**config.mk**
```make
export PLATFORM = sky130hd
export DESIGN_NAME = url_extractor_stream
export DESIGN_NICKNAME = d
export VERILOG_FILES = /design/src/design/uex_pkg.sv /design/src/design/url_extractor_stream.sv /design/src/design/uex_fifo.sv /design/src/design/uex_front.sv /design/src/design/uex_back.sv
export SDC_FILE = /design/constraint.sdc
export NUM_CORES = 1
export LEC_CHECK = 0
export ABC_AREA = 1
export ABC_CLOCK_PERIOD_IN_PS = 5500
export BUFFER_PORTS_ARGS = -buffer_cell sky130_fd_sc_hd__clkbuf_2
export CORE_MARGIN = 1.5
export CORE_UTILIZATION = 35
export DETAILED_ROUTE_END_ITERATION = 10
export PLACE_DENSITY = 0.5
export REMOVE_ABC_BUFFERS = 1
export SETUP_SLACK_MARGIN = 0.4
export SLEW_MARGIN = 20
export SYNTH_ARGS = -nofsm -noshare
export SYNTH_HDL_FRONTEND = slang
export SYNTH_HIERARCHICAL = 1
export SYNTH_SLANG_ARGS = --single-unit
```
**constraint.sdc**
```tcl
create_clock -name clk -period 5.5 [get_ports clk]
set_input_delay 0.825 -clock clk [delete_from_list [all_inputs] [get_ports clk]]
set_output_delay 0.825 -clock clk [all_outputs]
set_load 0.02 [all_outputs]
```
**src/design/uex_pkg.sv**
```systemverilog
package uex_pkg;

  localparam int MAX_SCHEME_LETTERS = 16;
  // upper end of the letter buffer range; fixes the widths carried in a command
  localparam int LETTERS_LIMIT = 64;
  localparam int HEAD_W = $clog2(LETTERS_LIMIT);
  localparam int COUNT_W = $clog2(LETTERS_LIMIT + 1);
  localparam int QUEUE_DEPTH = 4;

  localparam logic [7:0] CHAR_COLON = 8'h3A;
  localparam logic [7:0] CHAR_SLASH = 8'h2F;
  localparam logic [7:0] CHAR_NUL = 8'h00;

  typedef struct packed {
    logic [7:0] text_byte;
    logic       end_of_text;
  } in_word_t;

  typedef struct packed {
    logic [7:0] url_byte;
    logic       byte_valid;
    logic       url_start;
    logic       url_end;
    logic       scheme_truncated;
    logic       run_last;
  } out_word_t;

  typedef enum logic [1:0] {
    CMD_PASS   = 2'd0,
    CMD_END    = 2'd1,
    CMD_REPLAY = 2'd2
  } cmd_kind_t;

  typedef struct packed {
    cmd_kind_t          kind;
    logic [7:0]         data;
    logic               last;
    logic               trunc;
    logic [HEAD_W-1:0]  head;
    logic [COUNT_W-1:0] count;
  } cmd_t;

  typedef struct packed {
    logic              en;
    logic [HEAD_W-1:0] addr;
    logic [7:0]        data;
  } wr_t;

  function automatic logic is_letter(logic [7:0] c);
    return (c >= 8'h61 && c <= 8'h7A) || (c >= 8'h41 && c <= 8'h5A);
  endfunction

  function automatic logic is_url_char(logic [7:0] c);
    logic hit;
    hit = 1'b0;
    if (is_letter(c) || (c >= 8'h30 && c <= 8'h39)) begin
      hit = 1'b1;
    end else begin
      unique case (c)
        8'h7E, 8'h3B, 8'h2F, 8'h3F, 8'h3A, 8'h40, 8'h3D, 8'h26, 8'h24, 8'h2D,
        8'h5F, 8'h2E, 8'h2B, 8'h21, 8'h2A, 8'h27, 8'h28, 8'h29, 8'h2C: hit = 1'b1;
        default: hit = 1'b0;
      endcase
    end
    return hit;
  endfunction

endpackage

```
**src/design/url_extractor_stream.sv**
```systemverilog
// URL extractor: takes text one byte a word and returns the URLs of the form
// <letters>://<url characters> found in it. A byte that opens a URL yields the
// held letters, "://" and itself as n + 4 output words (n letters, at most
// MAX_SCHEME_LETTERS), delivered one per cycle while the output is ready, from
// the letter buffer, one read per cycle on its read port. Bytes inside a URL
// keep flowing into a short command queue meanwhile; the first scanning byte
// after that URL waits until the replay has issued its last word. end_of_text
// on an input word clears the held letters and any open URL after that byte.
// The output register decouples the result side, so a stalled output does not
// stop input until the queue fills.
module url_extractor_stream #(
  parameter int MAX_SCHEME_LETTERS = uex_pkg::MAX_SCHEME_LETTERS
) (
  input  logic               clk,
  input  logic               rst,
  input  logic               in_valid,
  output logic               in_ready,
  input  uex_pkg::in_word_t  in_data,
  output logic               out_valid,
  input  logic               out_ready,
  output uex_pkg::out_word_t out_data
);

  uex_pkg::cmd_t push_cmd;
  uex_pkg::cmd_t head_cmd;
  uex_pkg::wr_t  wr;
  logic          cmd_push;
  logic          cmd_full;
  logic          cmd_empty;
  logic          cmd_pop;
  logic          replay_done;

  uex_front #(
    .MAX_SCHEME_LETTERS(MAX_SCHEME_LETTERS)
  ) u_front (
    .clk        (clk),
    .rst        (rst),
    .in_valid   (in_valid),
    .in_ready   (in_ready),
    .in_data    (in_data),
    .cmd_push   (cmd_push),
    .cmd_full   (cmd_full),
    .cmd        (push_cmd),
    .wr         (wr),
    .replay_done(replay_done)
  );

  uex_fifo #(
    .DEPTH(uex_pkg::QUEUE_DEPTH)
  ) u_fifo (
    .clk      (clk),
    .rst      (rst),
    .push     (cmd_push),
    .push_data(push_cmd),
    .full     (cmd_full),
    .pop      (cmd_pop),
    .pop_data (head_cmd),
    .empty    (cmd_empty)
  );

  uex_back #(
    .MAX_SCHEME_LETTERS(MAX_SCHEME_LETTERS)
  ) u_back (
    .clk        (clk),
    .rst        (rst),
    .cmd_valid  (!cmd_empty),
    .cmd_pop    (cmd_pop),
    .cmd        (head_cmd),
    .wr         (wr),
    .replay_done(replay_done),
    .out_valid  (out_valid),
    .out_ready  (out_ready),
    .out_data   (out_data)
  );

endmodule

```
**src/design/uex_fifo.sv**
```systemverilog
module uex_fifo #(
  parameter int DEPTH = uex_pkg::QUEUE_DEPTH
) (
  input  logic          clk,
  input  logic          rst,
  input  logic          push,
  input  uex_pkg::cmd_t push_data,
  output logic          full,
  input  logic          pop,
  output uex_pkg::cmd_t pop_data,
  output logic          empty
);

  localparam int PTR_W = (DEPTH > 1) ? $clog2(DEPTH) : 1;
  localparam int CNT_W = $clog2(DEPTH + 1);
  localparam logic [PTR_W-1:0] LAST_PTR = PTR_W'(DEPTH - 1);

  uex_pkg::cmd_t slots [DEPTH];
  logic [PTR_W-1:0] wr_ptr;
  logic [PTR_W-1:0] rd_ptr;
  logic [CNT_W-1:0] fill;
  logic do_push;
  logic do_pop;

  assign full = (fill == CNT_W'(DEPTH));
  assign empty = (fill == '0);
  assign do_push = push && !full;
  assign do_pop = pop && !empty;
  assign pop_data = slots[rd_ptr];

  always_ff @(posedge clk) begin
    if (do_push) begin
      slots[wr_ptr] <= push_data;
    end
  end

  always_ff @(posedge clk) begin
    if (rst) begin
      wr_ptr <= '0;
      rd_ptr <= '0;
      fill <= '0;
    end else begin
      if (do_push) begin
        wr_ptr <= (wr_ptr == LAST_PTR) ? '0 : wr_ptr + 1'b1;
      end
      if (do_pop) begin
        rd_ptr <= (rd_ptr == LAST_PTR) ? '0 : rd_ptr + 1'b1;
      end
      if (do_push && !do_pop) begin
        fill <= fill + 1'b1;
      end else if (do_pop && !do_push) begin
        fill <= fill - 1'b1;
      end
    end
  end

endmodule

```
**src/design/uex_front.sv**
```systemverilog
module uex_front #(
  parameter int MAX_SCHEME_LETTERS = uex_pkg::MAX_SCHEME_LETTERS
) (
  input  logic              clk,
  input  logic              rst,
  input  logic              in_valid,
  output logic              in_ready,
  input  uex_pkg::in_word_t in_data,
  output logic              cmd_push,
  input  logic              cmd_full,
  output uex_pkg::cmd_t     cmd,
  output uex_pkg::wr_t      wr,
  input  logic              replay_done
);

  localparam int IDX_W = (MAX_SCHEME_LETTERS > 1) ? $clog2(MAX_SCHEME_LETTERS) : 1;
  localparam int CNT_W = $clog2(MAX_SCHEME_LETTERS + 1);
  localparam int SUM_W = CNT_W + 1;
  localparam logic [IDX_W-1:0] LAST_IDX = IDX_W'(MAX_SCHEME_LETTERS - 1);

  logic             parse_mode;
  logic [1:0]       sep;
  logic [IDX_W-1:0] head;
  logic [CNT_W-1:0] count;
  logic             ovf;
  logic             pending;

  logic             parse_mode_next;
  logic [1:0]       sep_next;
  logic [IDX_W-1:0] head_next;
  logic [CNT_W-1:0] count_next;
  logic             ovf_next;
  logic             accept;

  // hold scanning input while an earlier URL replay is still being issued; hold all input while the queue is full
  assign in_ready = !cmd_full && !(pending && !parse_mode);
  assign accept = in_valid && in_ready;

  always_comb begin
    logic [7:0]       c;
    logic             last;
    logic             letter;
    logic             colon;
    logic             slash;
    logic             url;
    logic             clr;
    logic             put;
    logic [CNT_W-1:0] cnt_v;
    logic             ovf_v;
    logic [SUM_W-1:0] sum;

    c = in_data.text_byte;
    last = in_data.end_of_text;
    letter = uex_pkg::is_letter(c);
    url = uex_pkg::is_url_char(c);
    colon = (c == uex_pkg::CHAR_COLON);
    slash = (c == uex_pkg::CHAR_SLASH);
    clr = 1'b0;
    put = 1'b0;
    sum = '0;

    parse_mode_next = parse_mode;
    sep_next = sep;
    head_next = head;
    cmd_push = 1'b0;
    cmd.kind = uex_pkg::CMD_PASS;
    cmd.data = c;
    cmd.last = last;
    cmd.trunc = ovf;
    cmd.head = uex_pkg::HEAD_W'(head);
    cmd.count = uex_pkg::COUNT_W'(count);
    wr.en = 1'b0;
    wr.addr = '0;
    wr.data = c;

    if (accept) begin
      if (parse_mode) begin
        cmd_push = 1'b1;
        if (url) begin
          cmd.kind = uex_pkg::CMD_PASS;
        end else begin
          cmd.kind = uex_pkg::CMD_END;
          parse_mode_next = 1'b0;
          sep_next = 2'd0;
          clr = 1'b1;
        end
      end else begin
        unique case (sep)
          2'd0: begin
            if (letter) begin
              put = 1'b1;
            end else if (colon) begin
              sep_next = 2'd1;
            end else begin
              clr = 1'b1;
            end
          end
          2'd1, 2'd2: begin
            if (slash) begin
              sep_next = sep + 2'd1;
            end else begin
              clr = 1'b1;
              sep_next = colon ? 2'd1 : 2'd0;
              put = letter;
            end
          end
          default: begin
            if (count != '0 && url) begin
              cmd_push = 1'b1;
              cmd.kind = uex_pkg::CMD_REPLAY;
              parse_mode_next = 1'b1;
              sep_next = 2'd0;
            end else begin
              clr = 1'b1;
              sep_next = colon ? 2'd1 : 2'd0;
              put = letter;
            end
          end
        endcase
      end
    end

    cnt_v = clr ? '0 : count;
    ovf_v = clr ? 1'b0 : ovf;

    if (put) begin
      wr.en = 1'b1;
      if (cnt_v == CNT_W'(MAX_SCHEME_LETTERS)) begin
        // full: overwrite the oldest letter and advance the head
        wr.addr = uex_pkg::HEAD_W'(head);
        head_next = (head == LAST_IDX) ? '0 : head + 1'b1;
        ovf_v = 1'b1;
      end else begin
        sum = SUM_W'(head) + SUM_W'(cnt_v);
        if (sum >= SUM_W'(MAX_SCHEME_LETTERS)) begin
          sum = sum - SUM_W'(MAX_SCHEME_LETTERS);
        end
        wr.addr = uex_pkg::HEAD_W'(sum[IDX_W-1:0]);
        cnt_v = cnt_v + 1'b1;
      end
    end

    count_next = cnt_v;
    ovf_next = ovf_v;

    if (accept && last) begin
      parse_mode_next = 1'b0;
      sep_next = 2'd0;
      count_next = '0;
      ovf_next = 1'b0;
    end
  end

  always_ff @(posedge clk) begin
    if (rst) begin
      parse_mode <= 1'b0;
      sep <= 2'd0;
      head <= '0;
      count <= '0;
      ovf <= 1'b0;
      pending <= 1'b0;
    end else begin
      parse_mode <= parse_mode_next;
      sep <= sep_next;
      head <= head_next;
      count <= count_next;
      ovf <= ovf_next;
      if (cmd_push && cmd.kind == uex_pkg::CMD_REPLAY) begin
        pending <= 1'b1;
      end else if (replay_done) begin
        pending <= 1'b0;
      end
    end
  end

endmodule

```
**src/design/uex_back.sv**
```systemverilog
module uex_back #(
  parameter int MAX_SCHEME_LETTERS = uex_pkg::MAX_SCHEME_LETTERS
) (
  input  logic               clk,
  input  logic               rst,
  input  logic               cmd_valid,
  output logic               cmd_pop,
  input  uex_pkg::cmd_t      cmd,
  input  uex_pkg::wr_t       wr,
  output logic               replay_done,
  output logic               out_valid,
  input  logic               out_ready,
  output uex_pkg::out_word_t out_data
);

  localparam int IDX_W = (MAX_SCHEME_LETTERS > 1) ? $clog2(MAX_SCHEME_LETTERS) : 1;
  localparam int STEP_W = $clog2(MAX_SCHEME_LETTERS + 4);
  localparam int SUM_W = STEP_W + 1;

  logic [7:0] letter_mem [MAX_SCHEME_LETTERS];
  logic [7:0] mem_q;

  uex_pkg::out_word_t item;
  logic               use_mem;
  logic               active;
  uex_pkg::cmd_t      cur;
  logic [STEP_W-1:0]  step;

  uex_pkg::out_word_t item_next;
  logic               use_mem_next;
  logic [IDX_W-1:0]   rd_addr;
  logic               rd_en;
  logic               load;
  logic               have_word;
  logic               final_word;
  uex_pkg::cmd_t      sel;
  logic [STEP_W-1:0]  sel_step;

  assign load = !out_valid || out_ready;
  assign have_word = active || cmd_valid;
  assign sel = active ? cur : cmd;
  assign sel_step = active ? step : '0;
  assign cmd_pop = load && !active && cmd_valid;

  always_comb begin
    logic [STEP_W-1:0] cnt;
    logic [SUM_W-1:0]  sum;

    cnt = STEP_W'(sel.count);
    sum = SUM_W'(sel.head[IDX_W-1:0]) + SUM_W'(sel_step);
    if (sum >= SUM_W'(MAX_SCHEME_LETTERS)) begin
      sum = sum - SUM_W'(MAX_SCHEME_LETTERS);
    end
    rd_addr = sum[IDX_W-1:0];

    item_next.url_byte = sel.data;
    item_next.byte_valid = 1'b1;
    item_next.url_start = 1'b0;
    item_next.url_end = 1'b0;
    item_next.scheme_truncated = sel.trunc;
    item_next.run_last = 1'b0;
    use_mem_next = 1'b0;
    final_word = 1'b0;

    unique case (sel.kind)
      uex_pkg::CMD_PASS: begin
        item_next.url_end = sel.last;
        item_next.run_last = 1'b1;
      end
      uex_pkg::CMD_END: begin
        item_next.url_byte = uex_pkg::CHAR_NUL;
        item_next.byte_valid = 1'b0;
        item_next.url_end = 1'b1;
        item_next.run_last = 1'b1;
      end
      uex_pkg::CMD_REPLAY: begin
        if (sel_step < cnt) begin
          use_mem_next = 1'b1;
          item_next.url_start = (sel_step == '0);
        end else if (sel_step == cnt) begin
          item_next.url_byte = uex_pkg::CHAR_COLON;
        end else if (sel_step == cnt + STEP_W'(1) || sel_step == cnt + STEP_W'(2)) begin
          item_next.url_byte = uex_pkg::CHAR_SLASH;
        end else begin
          item_next.url_end = sel.last;
          item_next.run_last = 1'b1;
          final_word = 1'b1;
        end
      end
      default: begin
        item_next.byte_valid = 1'b0;
      end
    endcase
  end

  assign rd_en = load && have_word && use_mem_next;
  assign replay_done = load && have_word && sel.kind == uex_pkg::CMD_REPLAY && final_word;

  always_ff @(posedge clk) begin
    if (wr.en) begin
      letter_mem[wr.addr[IDX_W-1:0]] <= wr.data;
    end
    if (rd_en) begin
      mem_q <= letter_mem[rd_addr];
    end
  end

  always_ff @(posedge clk) begin
    if (load) begin
      item <= item_next;
      use_mem <= use_mem_next;
    end
    if (cmd_pop) begin
      cur <= cmd;
    end
  end

  always_ff @(posedge clk) begin
    if (rst) begin
      out_valid <= 1'b0;
      active <= 1'b0;
      step <= '0;
    end else if (load) begin
      out_valid <= have_word;
      if (have_word && sel.kind == uex_pkg::CMD_REPLAY && !final_word) begin
        active <= 1'b1;
        step <= sel_step + 1'b1;
      end else begin
        active <= 1'b0;
        step <= '0;
      end
    end
  end

  always_comb begin
    out_data = item;
    out_data.url_byte = use_mem ? mem_q : item.url_byte;
  end

endmodule
```
# Word level (Yosys, flattened, before mapping)
# Memories as Yosys holds them, arrays and structs flattened. A register that Yosys moved wholly into a read port is not among the register bits.
# Index checks and enable logic that the tools add are counted.
[op_classes]
add_sub_neg = 14
magnitude_cmp = 9
n_eq_ne = 35
n_mux = 79
reduce_logical = 51
[op_table]
columns = ["op", "count"]
rows = [
  ["$eq 8x6->1 const B", 16],
  ["$mux 1", 42],
  ["$mux 8", 4],
  ["$mux 2", 14],
  ["$mux 25", 1],
  ["$mux 5", 5],
  ["$eq 8x7->1 const B", 3],
  ["$logic_and 1x1->1", 21],
  ["$reduce_or 19->1", 1],
  ["$ge 8x7->1 const B", 2],
  ["$le 8x7->1 const B", 2],
  ["$mux 4", 4],
  ["$pmux 8 s2", 1],
  ["$add 5x1->5 const B", 3],
  ["$eq 5x5->1", 3],
  ["$add 4x5->6", 2],
  ["$ge 6x5->1 const B", 2],
  ["$eq 2x2->1 const B", 5],
  ["$logic_not 1->1", 9],
  ["$ge 8x6->1 const B", 1],
  ["$le 8x6->1 const B", 1],
  ["$reduce_or 2->1", 4],
  ["$sub 4x1->4 const B", 2],
  ["$mux 7", 1],
  ["other kinds (26)", 39],
]
[word_totals]
regBits = 67
ramBits = 212
input_bits = 13
out_inout_bits = 15
elab_cells = 215
memories = 2
[mem_list]
columns = ["name", "depth", "width", "read_ports", "rd_clocked_by_memory_dff", "write_ports", "line_no", "source"]
rows = [
  ["u_back.letter_mem", 16, 8, 1, 1, 1, "uex_back.sv:20", "logic [7:0] letter_mem [MAX_SCHEME_LETTERS];"],
  ["u_fifo.slots", 4, 21, 1, 1, 1, "uex_fifo.sv:18", "uex_pkg::cmd_t slots [DEPTH];"],
]

# Depth between registers and ports, before layout
# Gate-level depths: netlist of run 1.
[depth]
word_depth = 18
ltp_mapped = 25

# Modules after synthesis
# Netlist of run 1, hierarchy kept.
[modules_own_cells]
columns = ["mod", "instances", "cells_each", "area_each_um2"]
rows = [
  ["uex_back", 1, 682, 8003.9],
  ["uex_fifo", 1, 313, 4309.1],
  ["uex_front", 1, 252, 1626.6],
  ["url_extractor_stream", 1, 1, 3.8],
]

# Worst setup path after synthesis of run 1
# Ideal clock, no wire load.
[synth_timing]
path_type = "input to register"
from = "input port in_data[8] (netlist bit)"
to = "memory u_back.letter_mem[12][0] (enable)"
setup_ps = 370
arrival_time_ps = 3499
required_time_ps = 5130
setup_slack_ps = 1631
cell_stages = 21
n_path_buf = 0
path_cell_list = "nor2_1 nand2_1 nor3_2 inv_2 nand3_1 nand3_1 nand3_4 nand2_4 nor2_8 ha_1 nand2_1 nand2_1 a31oi_1 inv_1 nand4_1 nand3_1 nand2_1 inv_1 nor2_1 nand3_1 nor2_1"
[synth_lines]
columns = ["element", "line_no", "source"]
rows = [
  ["start: declaration", "url_extractor_stream.sv:18", "input uex_pkg::in_word_t in_data,"],
  ["end: declaration", "uex_back.sv:20", ""],
]

==> results of run 1 <==
power groups by stage:
| stage | logic, W | clock network [W] | registers (W) |
|---|---|---|---|
| floorplan | 0.0000293 | 0 | 0.00239 |
| global placement | 0.0000743 | 0 | 0.00239 |
| detailed placement | 0.0000747 | 0 | 0.00239 |
| CTS | 0.0000749 | 0.00189 | 0.00235 |
| global route | 0.0000826 | 0.00196 | 0.00235 |
| finish | 0.0000730 | 0.00184 | 0.00235 |
layer usage:
metal	wire length (um)	GRT usage, %	vias up
li1	-	-	4208
met1	14500	21.5	4070
met2	13900	25.8	138
met3	1030	1.77	30
met4	399	3.34	0
met5	0	0	-
tightest hold or removal path: stages, from the launching register on:
cell and delay (ns):
dfxtp_1 0.32, nand2_1 0.06, a21oi_1 0.06
stage by stage:
| stage | instance area [um^2] | total power, W |
|---|---|---|
| 6_report | 14800 | 0.00426 |
| 5_1_grt | 14800 | 0.00439 |
| 4_1_cts | 14800 | 0.00431 |
| 3_5_place_dp | 13900 | 0.00247 |
| 3_3_place_gp | 13900 | 0.00247 |
| 2_1_floorplan | 12800 | 0.00242 |
layout make-up:
class / count / area [um^2]
Fill cell: 3624 / 22800
Sequential cell: 285 / 8260
Multi-Input combinational cell: 738 / 4170
Clock buffer: 34 / 776
Tap cell: 511 / 639
Inverter: 115 / 438
Timing Repair Buffer: 57 / 360
Clock inverter: 20 / 130
how the worst max path moves through the flow:
| stage | startpoint | endpoint | slack, ns | depth (start not counted) |
|---|---|---|---|---|
| CTS | u_fifo/fill[0]$_SDFFE_PP0P_ | u_back/letter_mem[9][1]$_DFFE_PP_ | 1.08 | 23 |
| detailed placement | in_data[3] | u_back/letter_mem[13][5]$_DFFE_PP_ | 0.53 | 23 |
| global placement | in_data[3] | u_back/letter_mem[14][3]$_DFFE_PP_ | 0.61 | 23 |
| finish | in_data[3] | u_back/letter_mem[13][5]$_DFFE_PP_ | 1.14 | 23 |
| global route | in_data[3] | u_back/letter_mem[14][3]$_DFFE_PP_ | 0.67 | 23 |
| floorplan | flop | u_back/mem_q[0]$_DFFE_PP_ | 1.02 | 13 |
flip-flops by register name (all words and copies together) (netlist names), 3 cells and up, named ones only:
name	flops
u_back/cur	21
u_back/item	8
u_back/letter_mem	128
u_back/mem_q	8
u_back/out_data	5
u_back/step	5
u_fifo/fill	3
u_fifo/slots	84
u_front/count	5
u_front/head	4
cells in the final DEF, fill, tap and decap left out, types with 17 or more instances in the layout:
master	n
o22ai_1	30
inv_1	102
o32ai_1	23
clkbuf_16	30
clkbuf_2	27
o21ai_0	57
mux2i_1	17
nand2_1	151
dfxtp_1	30
nand3_1	45
o21ai_2	18
nor2_1	207
o21ai_1	25
a21oi_1	31
ha_1	29
edfxtp_1	255
buf_4	30
==> qor.yml, run 1 <==
clocking:
  insertion_delay_ns: 0.57
  hold_buffers: 0
  cts_buffer_depth: 3
  post_cts_buffers: 0
  cts_root_buf: "clkbuf_16"
  numCtsBuffers: 30
  cts_max_level: 1
  cts.sinks: 285
  postCtsResizedCells: 0
  path_clk_slew_ns: 0.06
  cts_tree: "done"
outcome:
  status: "complete, no violations"
route:
  vias_per_cell: 4.80
  antenna_left: 0
  drtIter0Drc: 636
  wl_per_cell_um: 17.0
  vias: 8446
  drt_wl_total_um: 29900
  drt_first_pass_iters: 5
  drc: 0
power_and_ir_drop:
  clkPwrFrac_pct: 43.2
  p_per_area_nw_per_um2: 288
  sw_frac_of_total_pct: 20.7
  power.leakage_nw: 5.63
  switching_power_w: 0.000882
  comb_power_share_pct: 1.7
  p_int_w: 0.00338
  ir_worst_vdd_uv: 253
  seqPwrFrac_pct: 55.1
hold_path:
  holdPathStages: 2
  min-delay-path-class: "flop to flop"
  holdCritStartpoint: "u_back/step[4]$_SDFFE_PP0N_"
  holdPathEnd: "u_back/step[4]$_SDFFE_PP0N_"
layout:
  diodes: 0
  post-route-util_pct: 39.3
  syn_to_final_growth_pct: 11.0
  final_cells: 1760
  drive_above_1_share_pct: 15.1
  fin_nets: 1273
setup_path:
  slowest_delay_ns: 0.62
  reg2reg_setup_slack_ns: 1.23
  critPathBufInv: 4
  required_ns: 5.70
  worst_path_max_delay_cell: "nor2_1"
  arrival_ns: 4.55
  rr_endpoint: "u_back/letter_mem[13][5]$_DFFE_PP_"
  cp_cell_sequence: "clkbuf_2 > nand2_1 > clkinv_1 > nand2_1 > nor2_1 > nor2_2 > nand3_1 > nor2_2 > nand4_4 > nand2_4 > nor2_8 > ha_1 > nand2_1 > nand2_1 > a31oi_1 > inv_1 > nand4_1 > nand3_1 > nand2_1 > inv_1 > nor2_1 > nand3_1 > nor2_1"
  rr_startpoint: "u_fifo/fill[0]$_SDFFE_PP0P_"
  cp_max_fo: 25
  end_kind: "flop"
  cpLargestDelayFamily: "simple AND/OR/NAND/NOR gates"
  r2r_cells: 23
  path_common_cell: "nand2_1"
  start_kind: "input port"
  critPathKind: "input port to flop"
placed_design:
  place_ws_ns: 0.532
  place_inst: 1706
  gp_congestion: 0.817
  dp_hpwl_um: 20100
  portBuffers: 27
grt:
  grt_max_degree: 65
  grt_pass1_vias: 8233
  grt_overflow: 0
  grt_pass1_wl_um: 46800
  track_usage_pct: 15.4
  antenna_found_initial: 0
sta:
  finalSetupViolations: 0
  fmax_mhz: 229
  worst_pin_slew_ns: 1.06
  relSlewSlack_pct: 28.7
  layout_min_cycle_time_ns: 4.36
  rsz0062_at_grt: "false"
  post-route-period-util_pct: 79.2
  hold-worst-slack_ns: 0.487
  hold_viol_final: 0
  worst_slack_ns: 1.14
  maxSlewViolCount: 0
  finClkSkew_ns: 0.0293
  fin_tns_setup_ns: 0
yosys:
  netlist_instances: 1205
  synth_area_um2: 13300
  yosys_warnings: 6
  syn_area_per_cell_um2: 11.0
floorplanning:
  die_y_um: 198
  dieArea_um2: 39200
  io_pins: 28
  rows: 71
  die_w_um: 198
  start_util_pct: 35.4
  core_area_um2: 37600
flow_run:
  maxCapViolCount: 0
(Power assumes the default switching activity.)
==> run 2, diff against run 1 <==
- ABC_AREA: 1 -> 0
- ABC_CLOCK_PERIOD_IN_PS: 5500 -> 3970
- PLACE_DENSITY: 0.5 -> 0.51
- clock period: 5.5 -> 3.97 ns (I/O delays scaled with it)
==> run 2 against run 1 <==
  * The flow now finishes with violations (DRC)
  * Synthesized area decreased by 4.6%
  * Sequential share of layout area is 0.28 points lower
  * Power up 38%
  * Critical path type unchanged
  * Design area increased by 0.54%
  * Worst hold slack worse by 0.14 ns
==> qor.yml, run 2 <==
hold_path:
  holdPathStages: 1
  min-delay-path-class: "input port to flop"
power_and_ir_drop:
  power.leakage_nw: 5.23
  ir_worst_vdd_uv: 315
  p_per_area_nw_per_um2: 396
layout:
  diodes: 0
  final_common_cell: "edfxtp_1"
  postLayoutCellArea_um2: 14900
  syn_to_final_growth_pct: 17.1
  largest_register_ff_count: 128
  fin_nets: 909
  drive_above_1_share_pct: 32.0
  final_cell_mix: "edfxtp_1, buf_4, mux4_2"
placed_design:
  portBuffers: 27
  dpl_cell_area_um2: 13700
  dp_hpwl_um: 18300
  gp_congestion: 0.787
grt:
  grt_max_degree: 33
  antenna_found_initial: 2
  grt_pass1_wl_um: 40900
  track_usage_pct: 14.1
  grt_pass1_vias: 6929
  grt_overflow: 0
setup_path:
  path_common_cell: "buf_6"
  required_ns: 4.22
  worst_path_max_delay_cell: "or3b_4"
  cpLargestDelayFamily: "simple AND/OR/NAND/NOR gates"
  end_kind: "flop"
  arrival_ns: 3.84
  slowest_delay_ns: 0.44
  critPathKind: "input port to flop"
  r2r_cells: 18
  critPathBufInv: 5
  cp_max_fo: 8
  cp_cell_sequence: "clkbuf_16 > or3_4 > o31a_1 > a21o_2 > a21oi_2 > nand2_2 > buf_6 > nand2_4 > inv_4 > ha_4 > fa_2 > xor2_1 > mux2i_1 > nor2_1 > buf_4 > or3b_4 > nor3_4 > buf_6"
  start_kind: "input port"
  crit_cells: 18
route:
  wl_per_cell_um: 19.6
  drt_first_pass_iters: 8
  vias: 6770
  vias_per_cell: 5.03
  drtIter0Drc: 436
  drt_wl_total_um: 26400
  drc: 2
  antenna_left: 0
clocking:
  path_clk_slew_ns: 0.06
  cts.sinks: 285
  insertion_delay_ns: 0.54
  cts_tree: "done"
  cts_root_buf: "clkbuf_16"
  cts_buffer_depth: 3
  cts_max_level: 1
  numCtsBuffers: 30
floorplanning:
  io_pins: 28
  rows: 69
  dieArea_um2: 37400
  core_area_um2: 35700
  die_y_um: 193
  start_util_pct: 35.6
  die_w_um: 193
sta:
  hold-worst-slack_ns: 0.352
  relSlewSlack_pct: 55.9
  maxSlewViolCount: 0
  worst_pin_slew_ns: 0.657
  finalSetupViolations: 0
  layout_min_cycle_time_ns: 3.58
  post-route-period-util_pct: 90.2
  hold_viol_final: 0
  finClkSkew_ns: 0.0159
  fmax_mhz: 279
  rsz0062_at_grt: "true"
outcome:
  violations: "DRC"
  status: "finished with violations"
flow_run:
  maxCapViolCount: 0
yosys:
  yosys_warnings: 6
  netlist_instances: 763
  synth_area_um2: 12700
  syn_area_per_cell_um2: 16.6
## run 2: what timing repair did
action                                 4_1_cts  5_1_grt
hold buffers                                 0        0
endpoints found under the hold margin        0        0
gates resized for setup                     32       30
pin swaps                                   16       17
buffers inserted                             1        4
setup endpoints to repair                  120      136
cloned                                       0        0
## run 2: layout make-up
type	instances	area, um^2
fillers	3207	20800
flip-flops and latches	285	8260
multi-input cells	395	4080
repair buffers	120	930
clock buffers	40	788
well taps	461	577
inverters	31	124
clock inverters	13	92.6
## run 2: power breakdown
part / total (W) / internal (W) / switching, W
Sequential: 0.00325 / 0.00325 / 0.000000702
Clock: 0.00251 / 0.00145 / 0.00106
Combinational: 0.000121 / 0.0000449 / 0.0000766
Total: 0.00588 / 0.00474 / 0.00114
## run 2: stage by stage
stage,total power (W),utilization [%],TNS [ns],instances,worst slack [ns]
after CTS,0.00596,41.2,0,1341,0.313
after global placement,0.00343,38.4,-39.21,1287,-0.492
after detailed placement,0.00343,38.4,-42.21,1287,-0.518
after floorplan,0.00335,-,-36.49,711,-0.634
final,0.00588,41.7,0,1345,0.387
after global routing,0.00608,41.7,0,1345,0.277
## run 2: layer usage
layer	part of all wire [%]	wire, um	vias up	track usage, %
li1	-	-	3172	-
met1	47	12400	3473	19.6
met2	49	12800	92	23.9
met3	3.1	825	33	1.73
met4	1.3	345	0	2.86
met5	0	0	-	0
## run 2: worst paths after layout
path,startpoint,endpoint,slack (ns)
min,in_data[0],u_fifo/slots[2][14]$_DFFE_PP_,0.35
min reg2reg,u_back/step[1]$_SDFFE_PP0N_,u_back/step[1]$_SDFFE_PP0N_,0.49
max reg2reg,u_front/sep[1]$_SDFFE_PP0P_,u_back/letter_mem[0][2]$_DFFE_PP_,0.51
max,in_data[4],u_back/letter_mem[0][2]$_DFFE_PP_,0.39
